==> config.mk <==
export PLATFORM = sky130hd
export DESIGN_NAME = co2_sensor_frame_receiver
export DESIGN_NICKNAME = d
export VERILOG_FILES = /design/src/hw/rtl/csfr_pkg.sv /design/src/hw/rtl/csfr_in_reg.sv /design/src/hw/rtl/csfr_parser.sv /design/src/hw/rtl/csfr_out_reg.sv /design/src/hw/rtl/co2_sensor_frame_receiver.sv
export SDC_FILE = /design/constraint.sdc
export NUM_CORES = 1
export LEC_CHECK = 0
export BUFFER_PORTS_ARGS = -buffer_cell sky130_fd_sc_hd__buf_4
export CELL_PAD_IN_SITES_DETAIL_PLACEMENT = 0
export CELL_PAD_IN_SITES_GLOBAL_PLACEMENT = 1
export CORE_MARGIN = 3
export CORE_UTILIZATION = 47
export DETAILED_ROUTE_END_ITERATION = 16
export PLACE_DENSITY = 0.88
export REMOVE_ABC_BUFFERS = 1
export SYNTH_ARGS = -nofsm -noshare
export SYNTH_HDL_FRONTEND = slang
export SYNTH_HIERARCHICAL = 1
export SYNTH_SLANG_ARGS = --single-unit
==> constraint.sdc <==
create_clock -name clk -period 2.8 [get_ports clk]
set_clock_uncertainty 0.1 [all_clocks]
set_input_delay 0.28 -clock clk [delete_from_list [all_inputs] [get_ports clk]]
set_output_delay 0.28 -clock clk [all_outputs]
set_load 0.1 [all_outputs]
==> src/hw/rtl/csfr_pkg.sv <==
// Shared types and constants for the CO2 sensor frame receiver.
package csfr_pkg;

  // Frame delimiters
  localparam logic [7:0] START_BYTE = 8'hFF;
  localparam logic [7:0] CMD_BYTE   = 8'h86;

  // Frame byte positions; position 0 means hunting for the start byte
  localparam logic [3:0] POS_HUNT   = 4'd0;
  localparam logic [3:0] POS_CMD    = 4'd1;
  localparam logic [3:0] POS_PPM_HI = 4'd2;
  localparam logic [3:0] POS_PPM_LO = 4'd3;
  localparam logic [3:0] POS_TEMP   = 4'd4;
  localparam logic [3:0] POS_LAST   = 4'd8;

  // Event codes reported with every result
  localparam logic [2:0] EV_HUNT   = 3'd0;
  localparam logic [2:0] EV_STORED = 3'd1;
  localparam logic [2:0] EV_GOOD   = 3'd2;
  localparam logic [2:0] EV_BAD    = 3'd3;
  localparam logic [2:0] EV_LINE   = 3'd4;
  localparam logic [2:0] EV_RESYNC = 3'd5;

  typedef struct packed {
    logic       req_type;
    logic [7:0] rx_byte;
    logic       rx_error;
  } in_item_t;

  typedef struct packed {
    logic [2:0]  event_res;
    logic [15:0] ppm;
    logic [7:0]  temp_byte;
    logic        valid_seen;
    logic        error_seen;
    logic        frame_seen;
    logic        byte_seen;
  } out_item_t;

  typedef struct packed {
    logic byte_seen;
    logic frame_seen;
    logic error_seen;
    logic valid_seen;
  } flags_t;

  // Parser status visible to the top level
  typedef struct packed {
    logic [3:0] pos;
    flags_t     flags;
  } status_t;

endpackage

==> src/hw/rtl/csfr_in_reg.sv <==
// Input register stage of the CO2 sensor frame receiver.
module csfr_in_reg (
  input  logic                clk,
  input  logic                rst_n,
  input  logic                in_valid,
  output logic                in_ready,
  input  csfr_pkg::in_item_t  in_data,
  input  logic                can_load,
  output logic                advance,
  output csfr_pkg::in_item_t  item
);
  import csfr_pkg::*;

  logic     valid_r;
  logic     valid_nxt;
  in_item_t data_r;

  assign advance  = valid_r && can_load;
  assign in_ready = !valid_r || advance;
  assign item     = data_r;

  always_comb begin
    valid_nxt = valid_r;
    if (in_ready) begin
      valid_nxt = in_valid;
    end
  end

  always_ff @(posedge clk) begin
    if (!rst_n) begin
      valid_r <= 1'b0;
    end else begin
      valid_r <= valid_nxt;
    end
  end

  always_ff @(posedge clk) begin
    if (in_valid && in_ready) begin
      data_r <= in_data;
    end
  end

endmodule

==> src/hw/rtl/csfr_parser.sv <==
// Frame parser state and next-state logic of the CO2 sensor frame receiver.
module csfr_parser (
  input  logic                 clk,
  input  logic                 rst_n,
  input  logic                 step,
  input  csfr_pkg::in_item_t   item,
  output csfr_pkg::out_item_t  res,
  output csfr_pkg::status_t    stat
);
  import csfr_pkg::*;

  logic [3:0]  pos_r, pos_nxt;
  logic [7:0]  sum_r, sum_nxt;
  logic [15:0] ppm_cand_r, ppm_cand_nxt;
  logic [7:0]  temp_cand_r, temp_cand_nxt;
  logic [15:0] ppm_lat_r, ppm_lat_nxt;
  logic [7:0]  temp_lat_r, temp_lat_nxt;
  flags_t      flags_r, flags_nxt;
  logic [2:0]  ev;
  logic [7:0]  sum_neg;

  assign sum_neg = 8'd0 - sum_r;

  always_comb begin
    pos_nxt       = pos_r;
    sum_nxt       = sum_r;
    ppm_cand_nxt  = ppm_cand_r;
    temp_cand_nxt = temp_cand_r;
    ppm_lat_nxt   = ppm_lat_r;
    temp_lat_nxt  = temp_lat_r;
    flags_nxt     = flags_r;
    ev            = EV_HUNT;
    if (item.req_type) begin
      pos_nxt = POS_HUNT;
      ev      = EV_RESYNC;
    end else if (item.rx_error) begin
      // line error drops the partial frame; byte_seen untouched
      pos_nxt              = POS_HUNT;
      flags_nxt.error_seen = 1'b1;
      ev                   = EV_LINE;
    end else begin
      flags_nxt.byte_seen = 1'b1;
      if (pos_r == POS_HUNT) begin
        if (item.rx_byte == START_BYTE) begin
          sum_nxt = 8'd0;
          pos_nxt = POS_CMD;
          ev      = EV_STORED;
        end
      end else if (pos_r == POS_CMD) begin
        // a wrong command byte, even a start byte, returns to hunting
        if (item.rx_byte != CMD_BYTE) begin
          pos_nxt = POS_HUNT;
        end else begin
          sum_nxt = item.rx_byte;
          pos_nxt = POS_PPM_HI;
          ev      = EV_STORED;
        end
      end else if (pos_r < POS_LAST) begin
        if (pos_r == POS_PPM_HI) begin
          ppm_cand_nxt[15:8] = item.rx_byte;
        end else if (pos_r == POS_PPM_LO) begin
          ppm_cand_nxt[7:0] = item.rx_byte;
        end else if (pos_r == POS_TEMP) begin
          temp_cand_nxt = item.rx_byte;
        end
        sum_nxt = sum_r + item.rx_byte;
        pos_nxt = pos_r + 4'd1;
        ev      = EV_STORED;
      end else begin
        // checksum byte
        pos_nxt              = POS_HUNT;
        flags_nxt.frame_seen = 1'b1;
        if (sum_neg == item.rx_byte) begin
          ppm_lat_nxt          = ppm_cand_r;
          temp_lat_nxt         = temp_cand_r;
          flags_nxt.valid_seen = 1'b1;
          ev                   = EV_GOOD;
        end else begin
          flags_nxt.error_seen = 1'b1;
          ev                   = EV_BAD;
        end
      end
    end
  end

  always_ff @(posedge clk) begin
    if (!rst_n) begin
      pos_r       <= POS_HUNT;
      sum_r       <= 8'd0;
      ppm_cand_r  <= 16'd0;
      temp_cand_r <= 8'd0;
      ppm_lat_r   <= 16'd0;
      temp_lat_r  <= 8'd0;
      flags_r     <= '0;
    end else if (step) begin
      pos_r       <= pos_nxt;
      sum_r       <= sum_nxt;
      ppm_cand_r  <= ppm_cand_nxt;
      temp_cand_r <= temp_cand_nxt;
      ppm_lat_r   <= ppm_lat_nxt;
      temp_lat_r  <= temp_lat_nxt;
      flags_r     <= flags_nxt;
    end
  end

  // results reflect the state after this transaction
  always_comb begin
    res.event_res  = ev;
    res.ppm        = ppm_lat_nxt;
    res.temp_byte  = temp_lat_nxt;
    res.valid_seen = flags_nxt.valid_seen;
    res.error_seen = flags_nxt.error_seen;
    res.frame_seen = flags_nxt.frame_seen;
    res.byte_seen  = flags_nxt.byte_seen;
  end

  assign stat.pos   = pos_r;
  assign stat.flags = flags_r;

endmodule

==> src/hw/rtl/csfr_out_reg.sv <==
// Result register of the CO2 sensor frame receiver.
module csfr_out_reg (
  input  logic                 clk,
  input  logic                 rst_n,
  input  logic                 load,
  input  csfr_pkg::out_item_t  res,
  output logic                 can_load,
  output logic                 out_valid,
  input  logic                 out_ready,
  output csfr_pkg::out_item_t  out_data
);
  import csfr_pkg::*;

  logic      valid_r;
  logic      valid_nxt;
  out_item_t data_r;

  assign can_load  = !valid_r || out_ready;
  assign out_valid = valid_r;
  assign out_data  = data_r;

  always_comb begin
    valid_nxt = valid_r;
    if (load) begin
      valid_nxt = 1'b1;
    end else if (out_ready) begin
      valid_nxt = 1'b0;
    end
  end

  always_ff @(posedge clk) begin
    if (!rst_n) begin
      valid_r <= 1'b0;
    end else begin
      valid_r <= valid_nxt;
    end
  end

  always_ff @(posedge clk) begin
    if (load) begin
      data_r <= res;
    end
  end

endmodule

==> src/hw/rtl/co2_sensor_frame_receiver.sv <==
// Top level of the CO2 sensor frame receiver.
// Takes one UART byte transaction per cycle (data byte, line-error flag, or a
// resync request) and returns exactly one result transaction for each. The
// receiver hunts for 0xFF, then 0x86, collects the nine-byte frame and checks
// that the negated 8-bit sum of bytes 1 to 7 equals byte 8; a passing frame
// latches ppm (bytes 2,3 big-endian) and temp_byte (byte 4). Every result
// carries the event code, the last accepted readings and four sticky flags,
// all as they stand after that transaction. The input register holds each
// accepted transaction, and the parser logic loads its result into the result
// register when that register can take it. Sustained rate is one transaction
// per cycle; output backpressure stalls the input register, which still takes a
// new transaction in the cycle the result register drains.
module co2_sensor_frame_receiver (
  input  logic                 clk,
  input  logic                 rst_n,
  input  logic                 in_valid,
  output logic                 in_ready,
  input  csfr_pkg::in_item_t   in_data,
  output logic                 out_valid,
  input  logic                 out_ready,
  output csfr_pkg::out_item_t  out_data
);
  import csfr_pkg::*;

  logic      advance;
  logic      can_load;
  in_item_t  item;
  out_item_t res;
  status_t   stat;

  // input register: holds one transaction ahead of the parser
  csfr_in_reg u_in_reg (
    .clk      (clk),
    .rst_n    (rst_n),
    .in_valid (in_valid),
    .in_ready (in_ready),
    .in_data  (in_data),
    .can_load (can_load),
    .advance  (advance),
    .item     (item)
  );

  // parser state moves only when its result goes into the result register
  csfr_parser u_parser (
    .clk   (clk),
    .rst_n (rst_n),
    .step  (advance),
    .item  (item),
    .res   (res),
    .stat  (stat)
  );

  csfr_out_reg u_out_reg (
    .clk       (clk),
    .rst_n     (rst_n),
    .load      (advance),
    .res       (res),
    .can_load  (can_load),
    .out_valid (out_valid),
    .out_ready (out_ready),
    .out_data  (out_data)
  );

  // frame position never runs past the checksum byte
  a_pos_range: assert property (@(posedge clk) disable iff (!rst_n)
    stat.pos <= POS_LAST)
    else $error("frame position out of range");

  // sticky flags never clear once set
  a_sticky: assert property (@(posedge clk) disable iff (!rst_n)
    $past(rst_n) |-> ((stat.flags & $past(stat.flags)) == $past(stat.flags)))
    else $error("sticky flag cleared");

  // a good frame always reports valid and frame flags
  a_good_flags: assert property (@(posedge clk) disable iff (!rst_n)
    (advance && res.event_res == EV_GOOD) |-> (res.valid_seen && res.frame_seen))
    else $error("good frame without valid/frame flags");

  // input stalls only while the input register is occupied and blocked
  a_stall: assert property (@(posedge clk) disable iff (!rst_n)
    !in_ready |-> (out_valid && !out_ready))
    else $error("input stalled without output backpressure");

endmodule
==> impl.org <==
** Drt
- Router iterations before antenna repair :: 4
- For this block, the via count after detailed routing is roughly 3500.
- Dividing the detail-routed wire length by the instance count gives around 16 um.
- Avg Vias per Cell :: approximately 5.3
- Drt initial violations :: just over 200
- The final layout contains routed wiring with a total length of between 10000 and 15000 um.
- Number of nets with antenna violations after detailed routing :: 0
- Detailed-route DRC error count :: 0

** Clock network
- The longest clock path from root to sink contains 2 buffers.
- Clock tree from TritonCTS :: done
- Clock Root Buffer :: clkbuf_8
- For this design, the sink count on the clock tree is around 110.
- Clock tree synthesis inserted a total of 9 buffers.
- CTS clock-pin slew for the worst setup and hold paths :: roughly 0.1 ns
- Total number of H-tree levels :: 3
- Skew-Pair Late Insertion Delay :: between 0.3 and 0.4 ns

** Global routing
- GR Overflow Total :: 0
- The first global-routing pass estimated about 17000 um of wire.
- Vias in the first global route :: 3468
- Largest net degree at the start of global routing :: 57
- The number of antenna violations at the first check in global routing came to 0.
- Total track usage :: ~18%

** Synth
- Cell type with the largest total area after synthesis :: dfxtp_1
- After synthesis, the most frequently instantiated cells are dfxtp_1, nand2_1, mux2i_1.
- After synthesis, the share of flip-flops with an asynchronous set or reset is 0%.
- Summing the sequential cell areas from Yosys gives 50.7% of the chip area.
- By instance count, the leading cell after synthesis is dfxtp_1.
- Yosys attributes the largest share of cell area to dfxtp_1, edfxtp_1, mux2i_1.
- Synthesis inferred between 100 and 150 register bits.
- Post-Synthesis Cells :: ~460
- Dividing the synthesized area by the synthesized cell count gives 11.0 um2.
- Synth top area share :: 26.2%
- The cell area that synthesis handed to floorplanning was between 5000 and 6000 um2.
- After synthesis, the netlist uses 62 different library cells.
- Yosys mapped a number of flops with a built-in enable equal to slightly above 40.
- In the synthesized netlist the dominant register cell turns out to be dfxtp_1.
- Synthesis Warnings :: 6

** Power and ir drop
- The worst-case IR drop observed on VDD is 0.000286 V.
- Total power per unit cell area :: about 500 nW/um2
- P_leak :: roughly 2.3 nW

** Finish
- Final antenna diode count :: 0
- Summing all non-filler instances in the final layout gives an area of a little under 6000 um2.
- Relative area change from synthesis to final layout :: 16.1%
- Fin cells :: 657
- Final-stage net count :: approximately 540
- At the end of the flow the core is filled with cells to between 50 and 60%.
- Cells with a size suffix above 1 make up between 20% and 30% of the layout.

** Timing
- Ratio of final minimum period to clock period :: 93.9%
- The final-report hold violation count was 0.
- Worst slew slack as a fraction of its limit :: roughly 60%
- At the pin with the least slew margin, the transition time is ~0.6 ns.
- Fin. max-slew vios :: 0
- Setup repair after global routing left no endpoint under its margin.
- Static timing analysis puts the maximum clock frequency at around 380 MHz.
- Setup violations remaining at the end of the flow were counted as 0.
- Shortest clock period the worst path allows after layout :: 2.63 ns

** Floorplanning
- X dimension of the die :: between 100 and 150 um
- # IOs :: 47
- Die footprint :: 12000 um2
- The initial utilization of the core area, before any placement, comes to about half.
- Chip height :: about 110 um
- Core footprint :: approximately 10000 um2
- Row generation in the floorplan step produced 37 rows.

** Worst setup path
- Setup slack on the worst reg-to-reg path comes out at approximately 0.17 ns.
- The slowest stage of the critical path is the dfxtp_1 cell.
- FF-to-FF path depth :: 8
- Data on the critical path is required at its endpoint by roughly 2.8 ns.
- In this run the critical register-to-register path is launched from u_parser/sum_r[1].
- Sort of element at the start of the critical path :: flop
- The signal on the critical path passes through inv_1, ha_1, nand2b_1, o211ai_1, a31oi_1, a2111o_1, buf_12, mux2_1.
- At the worst endpoint, the arrival time is approximately 2.6 ns.
- Largest incremental delay on the critical path :: roughly 0.49 ns
- Classification of the worst setup path :: reg -> reg
- In this run the worst path has a maximum fanout of 25.
- The worst register-to-register path ends at u_out_reg/out_data[25].
- CP Capture Type :: flop

** Min path
- Worst hold path cell count :: 3
- Hold_sp :: in_valid
- Class of the worst hold path :: in -> reg
- The worst hold path terminates at u_in_reg/valid_r.

** Job
- Max-cap viol count :: 0

** Place
- At the end of routability-driven placement, the weighted congestion stood at 0.815.
- In this run the cell area measured after placement is 5570 um2.
- Number of instances in the placed design :: about 630
- Count of buffers inserted at the top-level ports :: 46
- After legalization and detailed placement, the total HPWL measured between 7000 and 8000 um.

** Outcome
- The flow ran to the end, and the final reports show no timing, DRC or antenna violations.
[layout by cell type (no fill, tap or decap), types with 5 or more instances in the layout]
cell type	instances
clkbuf_8	9
o21ai_1	7
nand4_1	6
nand3_1	10
nand2b_1	7
inv_1	10
ha_1	12
o21ai_0	5
nand2_1	60
mux2_1	5
mux2_4	19
edfxtp_1	41
mux2i_1	51
dfxtp_1	66
dlygate4sd3_1	10
xnor2_1	7
nor3_1	7
buf_4	61
xor2_1	6
a21oi_1	13
nor2_1	43
[cell families (layout without fill, tap and decap cells)]
group / Yosys count / in the layout / synth area share, %
muxes: 77 / 77 / 17.4
buffers and inverters: 36 / 100 / 3.53
DFF: 107 / 107 / 50.7
AOI/OAI and AO/OA: 49 / 49 / 7.01
and+or+nand+nor: 162 / 162 / 15.8
xor gates and xnor gates: 13 / 13 / 2.26
adders and majority gates: 13 / 13 / 3.38
[worst max-delay path, delay by kind of cell, from the launching register on]
| kind | cells | cell delay, ns |
|---|---|---|
| AO/OA/AOI/OAI | 3 | 0.74 |
| adder cells (fa/ha/maj) | 1 | 0.27 |
| buffers and inverters | 2 | 0.27 |
| flip-flops | 1 | 0.49 |
| multiplexers | 1 | 0.34 |
| AND/OR/NAND/NOR | 1 | 0.16 |
[what timing repair did]
| item | in CTS | in global routing |
|---|---|---|
| setup buffers | 0 | 0 |
| endpoints found under the setup margin | 0 | 0 |
| gates resized for setup | 0 | 0 |
| endpoints found under the hold margin | 10 | 0 |
| hold buffers | 10 | 0 |
[power by group]
group	internal [mW]	total (mW)	switching, mW	leakage [nW]
Clock	0.334	0.861	0.527	0.0875
Combinational	0.0841	0.342	0.258	1.30
Sequential	1.65	1.67	0.0230	0.903
Total	2.07	2.87	0.808	2.29
[final cells by class]
| type | instances | area (um2) |
|---|---|---|
| clock buffers | 10 | 128 |
| clock inverters | 6 | 50.0 |
| fillers | 902 | 4530 |
| inverters | 11 | 41.3 |
| multi-input cells | 314 | 2300 |
| flip-flops and latches | 107 | 2550 |
| well taps | 136 | 170 |
| repair buffers | 73 | 598 |
[how the worst max path moves through the flow]
stage,start,end,cells past startpoint
global route,u_parser/sum_r[1],u_out_reg/out_data[25],8
detailed placement,u_parser/sum_r[1],u_out_reg/out_data[25],8
finish,u_parser/sum_r[1],u_out_reg/out_data[25],8
floorplan,u_out_reg/out_valid,u_parser/ppm_lat_r[0],5
global placement,u_parser/sum_r[1],u_out_reg/out_data[25],8
CTS,u_parser/sum_r[1],u_out_reg/out_data[25],8
[state kept, by name (all words and copies together) (netlist names)]
register and cells:
u_out_reg/out_data 31, u_parser/ppm_cand_r 16, u_parser/pos_r 4, u_parser/sum_r 8, u_out_reg/out_valid 1, u_in_reg/valid_r 1
u_parser/temp_cand_r 8, u_parser/ppm_lat_r 16, u_parser/temp_lat_r 8, u_parser/stat 4, u_in_reg/item 10
[metal layers]
metal	routed length [um]	GRT usage [%]
met3	407	3.46
met4	174	6.32
met5	0	0
met1	4670	23.3
met2	5010	30.9
[per-stage QoR]
| stage | TNS, ns | worst slack (ns) | hold slack [ns] | total power, mW |
|---|---|---|---|---|
| floorplan | -19.47 | -0.613 | 0.279 | 1.94 |
| global placement | 0 | 0.292 | 0.338 | 2.04 |
| detailed placement | 0 | 0.191 | 0.346 | 2.04 |
| CTS | 0 | 0.185 | 0.0480 | 2.91 |
| global route | 0 | 0.0695 | 0.0462 | 2.99 |
| finish | 0 | 0.170 | 0.0741 | 2.87 |
Power figures use the tool's default switching activity.
